`config.mk`:
```
export PLATFORM = sky130hd
export DESIGN_NAME = flight_state_estimator
export DESIGN_NICKNAME = d
export VERILOG_FILES = /design/src/sv/fse_pkg.sv /design/src/sv/fse_kalman.sv /design/src/sv/flight_state_estimator.sv
export VERILOG_INCLUDE_DIRS = /design/src /design/src/sv
export SDC_FILE = /design/constraint.sdc
export NUM_CORES = 2
export LEC_CHECK = 0
export BUFFER_PORTS_ARGS = -buffer_cell sky130_fd_sc_hd__buf_2
export CAP_MARGIN = 40
export CORE_MARGIN = 2
export CORE_UTILIZATION = 40
export CTS_CLUSTER_SIZE = 25
export DETAILED_ROUTE_END_ITERATION = 10
export GPL_TIMING_DRIVEN = 1
export HOLD_SLACK_MARGIN = 0.02
export PLACE_DENSITY = 0.52
export SKIP_LAST_GASP = 1
export SYNTH_ARGS = -nofsm -noshare
export SYNTH_HDL_FRONTEND = slang
export SYNTH_SLANG_ARGS = --single-unit
export TNS_END_PERCENT = 20
```
`constraint.sdc`:
```
create_clock -name clk_i -period 30.5 [get_ports clk_i]
set_clock_uncertainty 0.05 [all_clocks]
set_input_delay 4.575 -clock clk_i [delete_from_list [all_inputs] [get_ports clk_i]]
set_output_delay 4.575 -clock clk_i [all_outputs]
set_load 0.005 [all_outputs]
```
`src/sv/assert_macros.svh`:
```
// ----------------------------------------------------------------------------
// assert_macros.svh
// Concurrent assertion helpers. They compile to nothing under SYNTHESIS.
// ----------------------------------------------------------------------------
`ifndef ASSERT_MACROS_SVH
`define ASSERT_MACROS_SVH

`ifndef SYNTHESIS

// prop must hold at every clock edge outside reset
`define ASSERT_PROP(lbl, clk, rst_n, prop, msg) \
  lbl: assert property (@(posedge clk) disable iff (!rst_n) (prop)) else $error(msg);

// prop must never hold outside reset
`define ASSERT_NEVER(lbl, clk, rst_n, prop, msg) \
  lbl: assert property (@(posedge clk) disable iff (!rst_n) !(prop)) else $error(msg);

`else

`define ASSERT_PROP(lbl, clk, rst_n, prop, msg)
`define ASSERT_NEVER(lbl, clk, rst_n, prop, msg)

`endif

`endif

```
`src/sv/fse_pkg.sv`:
```
`timescale 1ns / 1ps
// ----------------------------------------------------------------------------
// fse_pkg
// Shared types and constants of the flight state estimator.
// ----------------------------------------------------------------------------
package fse_pkg;

  localparam int FRAC_BITS_DEF = 16;
  localparam int DATA_W        = 32;
  localparam int NOISE_W       = 20;
  localparam int ACC_W         = 16;
  localparam int MS_W          = 16;
  localparam int CFG_IDX_W     = 2;

  // velocity product magnitude: |accel| (32 bits) times elapsed ms (16 bits)
  localparam int PROD_W        = DATA_W + MS_W;
  localparam int MS_PER_S      = 1000;

  localparam logic [CFG_IDX_W-1:0] REG_PROCESS_NOISE = CFG_IDX_W'(0);
  localparam logic [CFG_IDX_W-1:0] REG_MEASURE_NOISE = CFG_IDX_W'(1);

  localparam logic [NOISE_W-1:0] PROC_NOISE_RST = NOISE_W'(6554);
  localparam logic [NOISE_W-1:0] MEAS_NOISE_RST = NOISE_W'(13107);

  typedef struct packed {
    logic signed [DATA_W-1:0] altitude_sample;
    logic signed [ACC_W-1:0]  acc_sample;
    logic [MS_W-1:0]          elapsed_ms;
    logic                     zero_velocity;
  } in_item_t;

  typedef struct packed {
    logic signed [DATA_W-1:0] smooth_altitude;
    logic signed [DATA_W-1:0] smooth_accel;
    logic signed [DATA_W-1:0] speed_estimate;
    logic signed [DATA_W-1:0] peak_altitude;
  } out_item_t;

  // filter status toward the sequencer
  typedef struct packed {
    logic busy;
    logic done;
  } kf_stat_t;

  // width of a measurement: altitude, or acceleration scaled by 2^frac
  function automatic int z_width(int frac);
    return (ACC_W + frac > DATA_W) ? ACC_W + frac : DATA_W;
  endfunction

endpackage

```
`src/sv/fse_kalman.sv`:
```
`timescale 1ns / 1ps
// ----------------------------------------------------------------------------
// fse_kalman
// One scalar Kalman filter: bit-serial gain division, then bit-serial
// estimate and covariance updates, one gain bit per cycle.
// ----------------------------------------------------------------------------
`include "assert_macros.svh"

module fse_kalman #(
  parameter int  FRAC_BITS = fse_pkg::FRAC_BITS_DEF,
  localparam int ZW        = fse_pkg::z_width(FRAC_BITS)
) (
  input  logic                              clk_i,
  input  logic                              rst_ni,
  input  logic                              start_i,
  input  logic signed [ZW-1:0]              z_i,
  input  logic [fse_pkg::NOISE_W-1:0]       proc_noise_i,
  input  logic [fse_pkg::NOISE_W-1:0]       meas_noise_i,
  output logic signed [fse_pkg::DATA_W-1:0] est_o,
  output fse_pkg::kf_stat_t                 stat_o
);

  localparam int DW  = fse_pkg::DATA_W;
  localparam int KW  = FRAC_BITS + 1;
  localparam int YW  = ZW + 1;
  localparam int AXW = YW + KW;
  localparam int APW = DW + KW;
  localparam int EW  = AXW - FRAC_BITS + 1;
  localparam int SW  = DW + 1;
  localparam int RW  = DW + 2;
  localparam int CW  = $clog2(KW);

  localparam logic [KW-1:0] KOne  = {1'b1, {FRAC_BITS{1'b0}}};
  localparam logic [CW-1:0] CntLast = CW'(KW - 1);

  typedef enum logic [3:0] {
    KF_IDLE = 4'b0001,
    KF_DIV  = 4'b0010,
    KF_MUL  = 4'b0100,
    KF_FIN  = 4'b1000
  } kf_state_e;

  kf_state_e state_q, state_d;
  logic [CW-1:0]         cnt_q, cnt_d;
  logic signed [DW-1:0]  est_q, est_d;
  logic [DW-1:0]         cov_q, cov_d;
  logic [DW-1:0]         p_q, p_d;
  logic [SW-1:0]         s_q, s_d;
  logic [RW-1:0]         rem_q, rem_d;
  logic signed [YW-1:0]  y_q, y_d;
  logic [KW-1:0]         k_q, k_d;
  logic [KW-1:0]         mc_q, mc_d;
  logic signed [AXW-1:0] accx_q, accx_d;
  logic [APW-1:0]        accp_q, accp_d;

  logic [SW-1:0]        p_sum;
  logic [DW-1:0]        p_sat;
  logic [SW-1:0]        s_sum;
  logic                 q_bit;
  logic [RW-1:0]        rem_sub;
  logic [KW-1:0]        k_next;
  logic signed [EW-1:0] x_sum;
  logic signed [DW-1:0] x_sat;

  always_comb begin
    p_sum   = {1'b0, cov_q} + SW'(proc_noise_i);
    p_sat   = p_sum[DW] ? '1 : p_sum[DW-1:0];
    s_sum   = {1'b0, p_sat} + SW'(meas_noise_i);
    // zero innovation covariance gives zero gain
    q_bit   = (rem_q >= RW'(s_q)) && (s_q != '0);
    rem_sub = q_bit ? rem_q - RW'(s_q) : rem_q;
    k_next  = {k_q[KW-2:0], q_bit};
    x_sum   = EW'(est_q) + EW'(accx_q >>> FRAC_BITS);
    if ((&x_sum[EW-1:DW-1]) || !(|x_sum[EW-1:DW-1])) begin
      x_sat = x_sum[DW-1:0];
    end else begin
      x_sat = x_sum[EW-1] ? {1'b1, {(DW-1){1'b0}}} : {1'b0, {(DW-1){1'b1}}};
    end
  end

  always_comb begin
    state_d = state_q;
    cnt_d   = cnt_q;
    est_d   = est_q;
    cov_d   = cov_q;
    p_d     = p_q;
    s_d     = s_q;
    rem_d   = rem_q;
    y_d     = y_q;
    k_d     = k_q;
    mc_d    = mc_q;
    accx_d  = accx_q;
    accp_d  = accp_q;
    case (state_q)
      KF_IDLE: begin
        if (start_i) begin
          p_d     = p_sat;
          s_d     = s_sum;
          rem_d   = RW'(p_sat);
          y_d     = YW'(z_i) - YW'(est_q);
          cnt_d   = '0;
          state_d = KF_DIV;
        end
      end
      KF_DIV: begin
        rem_d = {rem_sub[RW-2:0], 1'b0};
        k_d   = k_next;
        cnt_d = cnt_q + CW'(1);
        if (cnt_q == CntLast) begin
          cnt_d   = '0;
          mc_d    = KOne - k_next;
          accx_d  = '0;
          accp_d  = '0;
          state_d = KF_MUL;
        end
      end
      KF_MUL: begin
        // MSB-first shift-add over the gain bits
        accx_d = (accx_q <<< 1) + (k_q[KW-1] ? AXW'(y_q) : AXW'(0));
        accp_d = (accp_q << 1) + (mc_q[KW-1] ? APW'(p_q) : APW'(0));
        k_d    = k_q << 1;
        mc_d   = mc_q << 1;
        cnt_d  = cnt_q + CW'(1);
        if (cnt_q == CntLast) begin
          state_d = KF_FIN;
        end
      end
      KF_FIN: begin
        est_d   = x_sat;
        cov_d   = accp_q[FRAC_BITS +: DW];
        state_d = KF_IDLE;
      end
      default: begin
        state_d = KF_IDLE;
      end
    endcase
  end

  always_ff @(posedge clk_i or negedge rst_ni) begin
    if (!rst_ni) begin
      state_q <= KF_IDLE;
      cnt_q   <= '0;
      est_q   <= '0;
      cov_q   <= '0;
    end else begin
      state_q <= state_d;
      cnt_q   <= cnt_d;
      est_q   <= est_d;
      cov_q   <= cov_d;
    end
  end

  always_ff @(posedge clk_i) begin
    p_q    <= p_d;
    s_q    <= s_d;
    rem_q  <= rem_d;
    y_q    <= y_d;
    k_q    <= k_d;
    mc_q   <= mc_d;
    accx_q <= accx_d;
    accp_q <= accp_d;
  end

  assign est_o       = est_q;
  assign stat_o.busy = (state_q != KF_IDLE);
  assign stat_o.done = (state_q == KF_FIN);

  `ASSERT_PROP(a_gain_in_range, clk_i, rst_ni,
               ((state_q == KF_MUL) && (cnt_q == '0)) |->
               ((k_q <= KOne) && (KW'(k_q + mc_q) == KOne)),
               "gain out of range")
  `ASSERT_NEVER(a_start_while_busy, clk_i, rst_ni, start_i && (state_q != KF_IDLE),
                "filter started while busy")
  `ASSERT_PROP(a_state_onehot, clk_i, rst_ni, $onehot(state_q), "filter state not one-hot")

endmodule

```
`src/sv/flight_state_estimator.sv`:
```
`timescale 1ns / 1ps
// ----------------------------------------------------------------------------
// flight_state_estimator
// Altitude and acceleration Kalman filters, velocity integration and peak
// altitude tracking in signed fixed point.
// ----------------------------------------------------------------------------
// channel  | direction | handshake                 | payload
// ---------+-----------+---------------------------+---------------------------
// in       | input     | in_valid_i / in_stall_o   | fse_pkg::in_item_t
// out      | output    | out_valid_o / out_stall_i | fse_pkg::out_item_t
// cfg      | input     | cfg_we_i (no wait)        | cfg_index_i, cfg_data_i
//
// Per item, both filters run the gain division and update multiply and close;
// then come a velocity multiply over the 16 bits of elapsed ms, a division by
// 1000 for 48 quotient bits, the load of the result and the return to idle.
// Reset clears the filter estimates and covariances, velocity and peak and loads the noise defaults.
// A new item is taken while a finished result waits in the output register;
// a stalled output holds the next result in the final state, ST_FIN.
// ----------------------------------------------------------------------------
`include "assert_macros.svh"

module flight_state_estimator #(
  parameter int FRAC_BITS = fse_pkg::FRAC_BITS_DEF
) (
  input  logic                                clk_i,
  input  logic                                rst_ni,
  input  logic                                in_valid_i,
  output logic                                in_stall_o,
  input  fse_pkg::in_item_t                   in_data_i,
  output logic                                out_valid_o,
  input  logic                                out_stall_i,
  output fse_pkg::out_item_t                  out_data_o,
  input  logic                                cfg_we_i,
  input  logic [fse_pkg::CFG_IDX_W-1:0]       cfg_index_i,
  input  logic [fse_pkg::NOISE_W-1:0]         cfg_data_i
);

  localparam int ZW    = fse_pkg::z_width(FRAC_BITS);
  localparam int DW    = fse_pkg::DATA_W;
  localparam int MW    = fse_pkg::MS_W;
  localparam int PW    = fse_pkg::PROD_W;
  localparam int SUMW  = PW + 1;
  localparam int REMW  = $clog2(fse_pkg::MS_PER_S);
  localparam int CNTW  = $clog2(PW);

  localparam logic [REMW:0]   Divisor  = (REMW + 1)'(fse_pkg::MS_PER_S);
  localparam logic [CNTW-1:0] MulLast  = CNTW'(MW - 1);
  localparam logic [CNTW-1:0] DivLast  = CNTW'(PW - 1);

  typedef enum logic [4:0] {
    ST_IDLE = 5'b00001,
    ST_FILT = 5'b00010,
    ST_VMUL = 5'b00100,
    ST_VDIV = 5'b01000,
    ST_FIN  = 5'b10000
  } fse_state_e;

  fse_state_e state_q, state_d;
  logic [CNTW-1:0]              cnt_q, cnt_d;
  logic [fse_pkg::NOISE_W-1:0]  q_q, q_d;
  logic [fse_pkg::NOISE_W-1:0]  r_q, r_d;
  logic signed [DW-1:0]         speed_q, speed_d;
  logic signed [DW-1:0]         peak_q, peak_d;
  logic                         out_valid_q, out_valid_d;
  fse_pkg::out_item_t           out_data_q, out_data_d;
  logic [MW-1:0]                ms_q, ms_d;
  logic                         clear_q, clear_d;
  logic [PW-1:0]                prod_q, prod_d;
  logic [REMW-1:0]              rem_q, rem_d;

  logic                   start;
  logic signed [ZW-1:0]   alt_z, acc_z;
  logic signed [DW-1:0]   alt_est, acc_est;
  fse_pkg::kf_stat_t      alt_stat, acc_stat;

  logic                   acc_neg;
  logic [DW-1:0]          acc_mag;
  logic [REMW:0]          rem_ext;
  logic                   rem_ge;
  logic signed [SUMW-1:0] dv;
  logic signed [SUMW-1:0] speed_base;
  logic signed [SUMW-1:0] speed_sum;
  logic signed [DW-1:0]   speed_sat;
  logic signed [DW-1:0]   peak_new;

  assign start = in_valid_i && !in_stall_o;
  assign alt_z = ZW'($signed(in_data_i.altitude_sample));
  assign acc_z = ZW'($signed(in_data_i.acc_sample)) <<< FRAC_BITS;

  fse_kalman #(
    .FRAC_BITS(FRAC_BITS)
  ) u_alt_kf (
    .clk_i       (clk_i),
    .rst_ni      (rst_ni),
    .start_i     (start),
    .z_i         (alt_z),
    .proc_noise_i(q_q),
    .meas_noise_i(r_q),
    .est_o       (alt_est),
    .stat_o      (alt_stat)
  );

  fse_kalman #(
    .FRAC_BITS(FRAC_BITS)
  ) u_acc_kf (
    .clk_i       (clk_i),
    .rst_ni      (rst_ni),
    .start_i     (start),
    .z_i         (acc_z),
    .proc_noise_i(q_q),
    .meas_noise_i(r_q),
    .est_o       (acc_est),
    .stat_o      (acc_stat)
  );

  always_comb begin
    acc_neg    = acc_est[DW-1];
    acc_mag    = acc_neg ? DW'(-acc_est) : DW'(acc_est);
    rem_ext    = {rem_q, prod_q[PW-1]};
    rem_ge     = (rem_ext >= Divisor);
    // quotient magnitude sits in prod_q after the division; truncation is toward zero
    dv         = acc_neg ? -SUMW'(prod_q) : SUMW'(prod_q);
    speed_base = clear_q ? SUMW'(0) : SUMW'(speed_q);
    speed_sum  = speed_base + dv;
    if ((&speed_sum[SUMW-1:DW-1]) || !(|speed_sum[SUMW-1:DW-1])) begin
      speed_sat = speed_sum[DW-1:0];
    end else begin
      speed_sat = speed_sum[SUMW-1] ? {1'b1, {(DW-1){1'b0}}} : {1'b0, {(DW-1){1'b1}}};
    end
    peak_new = (alt_est > peak_q) ? alt_est : peak_q;
  end

  always_comb begin
    state_d     = state_q;
    cnt_d       = cnt_q;
    q_d         = q_q;
    r_d         = r_q;
    speed_d     = speed_q;
    peak_d      = peak_q;
    out_valid_d = out_valid_q && out_stall_i;
    out_data_d  = out_data_q;
    ms_d        = ms_q;
    clear_d     = clear_q;
    prod_d      = prod_q;
    rem_d       = rem_q;

    if (cfg_we_i) begin
      case (cfg_index_i)
        fse_pkg::REG_PROCESS_NOISE: q_d = cfg_data_i;
        fse_pkg::REG_MEASURE_NOISE: r_d = cfg_data_i;
        default: ;
      endcase
    end

    case (state_q)
      ST_IDLE: begin
        if (start) begin
          ms_d    = in_data_i.elapsed_ms;
          clear_d = in_data_i.zero_velocity;
          state_d = ST_FILT;
        end
      end
      ST_FILT: begin
        if (acc_stat.done) begin
          prod_d  = '0;
          cnt_d   = '0;
          state_d = ST_VMUL;
        end
      end
      ST_VMUL: begin
        prod_d = (prod_q << 1) + (ms_q[MW-1] ? PW'(acc_mag) : PW'(0));
        ms_d   = ms_q << 1;
        cnt_d  = cnt_q + CNTW'(1);
        if (cnt_q == MulLast) begin
          cnt_d   = '0;
          rem_d   = '0;
          state_d = ST_VDIV;
        end
      end
      ST_VDIV: begin
        rem_d  = rem_ge ? REMW'(rem_ext - Divisor) : REMW'(rem_ext);
        prod_d = {prod_q[PW-2:0], rem_ge};
        cnt_d  = cnt_q + CNTW'(1);
        if (cnt_q == DivLast) begin
          state_d = ST_FIN;
        end
      end
      ST_FIN: begin
        if (!out_valid_q || !out_stall_i) begin
          out_valid_d                = 1'b1;
          out_data_d.smooth_altitude = alt_est;
          out_data_d.smooth_accel    = acc_est;
          out_data_d.speed_estimate  = speed_sat;
          out_data_d.peak_altitude   = peak_new;
          speed_d                    = speed_sat;
          peak_d                     = peak_new;
          state_d                    = ST_IDLE;
        end
      end
      default: begin
        state_d = ST_IDLE;
      end
    endcase
  end

  always_ff @(posedge clk_i or negedge rst_ni) begin
    if (!rst_ni) begin
      state_q     <= ST_IDLE;
      cnt_q       <= '0;
      q_q         <= fse_pkg::PROC_NOISE_RST;
      r_q         <= fse_pkg::MEAS_NOISE_RST;
      speed_q     <= '0;
      peak_q      <= '0;
      out_valid_q <= 1'b0;
    end else begin
      state_q     <= state_d;
      cnt_q       <= cnt_d;
      q_q         <= q_d;
      r_q         <= r_d;
      speed_q     <= speed_d;
      peak_q      <= peak_d;
      out_valid_q <= out_valid_d;
    end
  end

  always_ff @(posedge clk_i) begin
    out_data_q <= out_data_d;
    ms_q       <= ms_d;
    clear_q    <= clear_d;
    prod_q     <= prod_d;
    rem_q      <= rem_d;
  end

  assign in_stall_o  = (state_q != ST_IDLE);
  assign out_valid_o = out_valid_q;
  assign out_data_o  = out_data_q;

  `ASSERT_PROP(a_filters_lockstep, clk_i, rst_ni, alt_stat.done == acc_stat.done,
               "filters out of step")
  `ASSERT_PROP(a_done_in_filt, clk_i, rst_ni, acc_stat.done |-> (state_q == ST_FILT),
               "filter done outside filter phase")
  `ASSERT_PROP(a_accept_filters_idle, clk_i, rst_ni,
               start |-> !(alt_stat.busy || acc_stat.busy),
               "transfer accepted while filters busy")
  `ASSERT_PROP(a_peak_monotonic, clk_i, rst_ni, peak_q >= $past(peak_q),
               "peak altitude decreased")

endmodule

```
==> results.yml <==
timing:
  fin_crit_sh: 0.241
  tns_ns: 0
  tightest_slew_ns: 0.932
  relSlewSlack: 0.363
  fmax_mhz: 136
  setup_violations: 0
  whs_ns: 0.391
  finalMaxSlewViolations: 0
  rsz0062_at_grt: "false"
  finalCriticalPeriod_ns: 7.35
  hold_viol: 0
hold_path:
  hold_start: "u_acc_kf.accp_q[47]"
  min_path_type: "flip-flop to flip-flop"
layout:
  layout-drive-gt1-share: 0.0923
  final_common_cell: "edfxtp_1"
  multi_input_area_mm2: 0.0366
  syn_to_final_growth_pct: 12.0
  layout_common_cells: "731 x edfxtp_1, 590 x nand2_1, 586 x nor2_1"
  n_fill_cell: 16100
  nets: 7774
  seq_area_mm2: 0.0285
power_and_ir_drop:
  irDropWorstVdd_mv: 0.0505
  power.leakage_uw: 0.0322
  cellPowerDensity_mw_per_mm2: 63.1
clocking:
  ctsResizeCount: 0
  post_cts_buffers: 0
  cts_root_buf: "clkbuf_16"
  cts.sinks: 993
  htreeDepth: 3
  clkSlewWorstSetupHoldPaths_ns: 0.06
  clk_latency_ns: 0.76
  hold_buffers: 0
  cts_tree: "built"
  ctsLongestPathBuffers: 3
  cts_buffers: 118
worst_setup_path:
  critPathMaxFanout: 29
  critical_path_class: "flip-flop to flip-flop"
  r2r-start: "prod_q[6]"
  reg2reg_to: "speed_q[7]"
  cp.required_ns: 31.13
  cp.arrival_ns: 7.99
  regToRegSetupSlack_ns: 23.15
  cp-start-kind: "flip-flop"
  critPathCapture: "speed_q[7]"
  startpoint: "prod_q[6]"
  endpoint_kind: "flip-flop"
  reg2regPathDepth: 24
grt:
  grt_pass1_vias: 50100
  antenna_found_initial: 6
  grt_max_degree: 69
  grt_usage: 0.210
  grt_pass1_wl_um: 286000
  overflow: 0
synthesis:
  synth_warnings: 0
  ys_ff_latch: 993
  async_flop_share: 0.264
  synth_cells: 6947
  yosysSeqAreaShare: 0.425
  synth_area_leader_cell: "edfxtp_1"
  synth_enable_flop_cells: 731
  synth_area_leaders: "edfxtp_1 33%, ha_1 10%, dfrtp_1 9.1%, xnor2_1 4.9%, a21oi_1 3.8%"
  synth_area_per_cell_um2: 9.67
  synth_top_area_frac: 0.327
  syn-num-nets: 7597
  synth_cell_types: 93
  syn_area_mm2: 0.0672
  synthFlopType: "edfxtp_1"
placement:
  dpl.hpwl_um: 136000
  gp_congestion: 0.880
  portBuffers: 221
floorplanning:
  die_y_um: 414
  ios: 222
  die_x_um: 414
  core_mm2: 0.167
  rows: 150
  initial_utilization: 0.402
  fp.dieArea_mm2: 0.171
drt:
  dr.pass1.iters: 5
  drcViolationCount: 0
  drt_iter0_drc: 3285
  vias_per_cell: 5.48
  detail-route-antenna-nets: 0
  post_drt_wl_per_cell_um: 19.4
  finalWirelength_um: 183000
  vias: 51700
job:
  drv_cap: 0
outcome:
  status: "finished clean"
## how the worst min path moves through the flow
stage / to / depth (start not counted)
global route: u_acc_kf.cov_q[31] / 2
CTS: u_acc_kf.cov_q[31] / 2
global placement: u_acc_kf.cov_q[31] / 2
finish: u_acc_kf.cov_q[31] / 2
floorplan: u_acc_kf.cov_q[31] / 2
detailed placement: u_acc_kf.cov_q[31] / 2
## cells by family (layout without fill, tap and decap cells)
logic type,Yosys count,after routing,synth area share
other cells,0,1,0
fa+ha+maj,558,558,0.106
compound gates,1865,1865,0.175
simple gates,2192,2192,0.158
xor+xnor,579,579,0.0757
flops,993,993,0.425
mux,176,176,0.0277
buf+inv,584,867,0.0333
## flip-flops by register name, indices dropped and copies added, names as in the netlist, 32 cells and up
| name | cells |
|---|---|
| u_alt_kf.rem_q | 34 |
| u_acc_kf.rem_q | 34 |
| u_acc_kf.p_q | 32 |
| speed_q | 32 |
| u_acc_kf.est_o | 32 |
| u_acc_kf.accp_q | 48 |
| u_acc_kf.s_q | 33 |
| u_acc_kf.y_q | 33 |
| u_alt_kf.cov_q | 32 |
| u_alt_kf.s_q | 33 |
| peak_q | 32 |
| u_alt_kf.est_o | 32 |
| u_alt_kf.accx_q | 50 |
| u_alt_kf.y_q | 33 |
| u_alt_kf.accp_q | 48 |
| u_acc_kf.cov_q | 32 |
| prod_q | 48 |
| u_acc_kf.accx_q | 50 |
| out_data_o | 128 |
| u_alt_kf.p_q | 32 |
## metrics by stage
step | util | cell area [um2] | setup WS (ns) | total power [uW] | std cells
floorplan | - | 67200 | 20.37 | 2840 | 6947
global placement | 0.423 | 70700 | 22.47 | 3200 | 9191
detailed placement | 0.425 | 70900 | 22.48 | 3220 | 9208
CTS | 0.450 | 75200 | 23.12 | 4790 | 9434
global route | 0.450 | 75200 | 22.52 | 5030 | 9434
finish | 0.450 | 75200 | 23.15 | 4750 | 9435
## worst max-delay path, stage by stage, from the launching register on
cell and delay, ns:
edfxtp_1 0.51, or4_1 0.55, or2_2 0.30, or3_1 0.36
nor2_1 0.19, nand3_1 0.17, or2_2 0.38, nand2b_1 0.19
nand2b_1 0.21, nand2b_1 0.24, o21ai_0 0.21, xnor2_1 0.09
ha_1 0.49, nand4_1 0.16, or3_1 0.35, nor3_1 0.14
a211oi_1 0.14, o21ai_0 0.29, a21o_1 0.17, or4bb_1 0.48
nor4_1 0.29, nand4_1 0.13, buf_4 0.23, a21oi_4 0.68
a221o_1 0.27
## cell usage after synthesis (41+ instances only)
master	n
a211oi_1	81
a21o_1	254
a21oi_1	507
a221o_1	43
a31oi_1	95
and2_1	190
and3_1	65
clkbuf_1	206
dfrtp_1	244
edfxtp_1	731
ha_1	543
inv_1	345
mux2_2	79
mux2i_1	97
nand2_1	590
nand2b_1	96
nand3_1	131
nand4_1	86
nor2_1	587
nor2b_1	114
nor3_1	118
nor4_1	41
o21a_1	82
o21ai_0	462
o21bai_1	63
o31ai_1	56
or3_1	57
xnor2_1	375
xor2_1	202
## layer usage
metal  part of all wire  GRT usage  vias to the layer above
li1                   -          -                    25700
met1               0.49      0.303                    24900
met2               0.45      0.336                      929
met3              0.036     0.0252                      194
met4              0.020     0.0446                        0
met5                  0          0                        -
## where the power goes
part | internal [uW] | leakage [uW] | switching (uW) | total (uW)
sequential | 1670 | 0.0102 | 122 | 1800
clock | 932 | 0.00209 | 616 | 1550
combinational | 553 | 0.0199 | 852 | 1410
## cell type report
class	count	area share
clock inverters	51	0.00885
diodes	1	0.0000333
flip-flops and latches	993	0.379
multi-input cells	5370	0.486
clock buffers	175	0.0481
inverters	347	0.0174
well taps	2204	0.0367
repair buffers	294	0.0238
No activity file was read; power rests on OpenSTA's default activity.
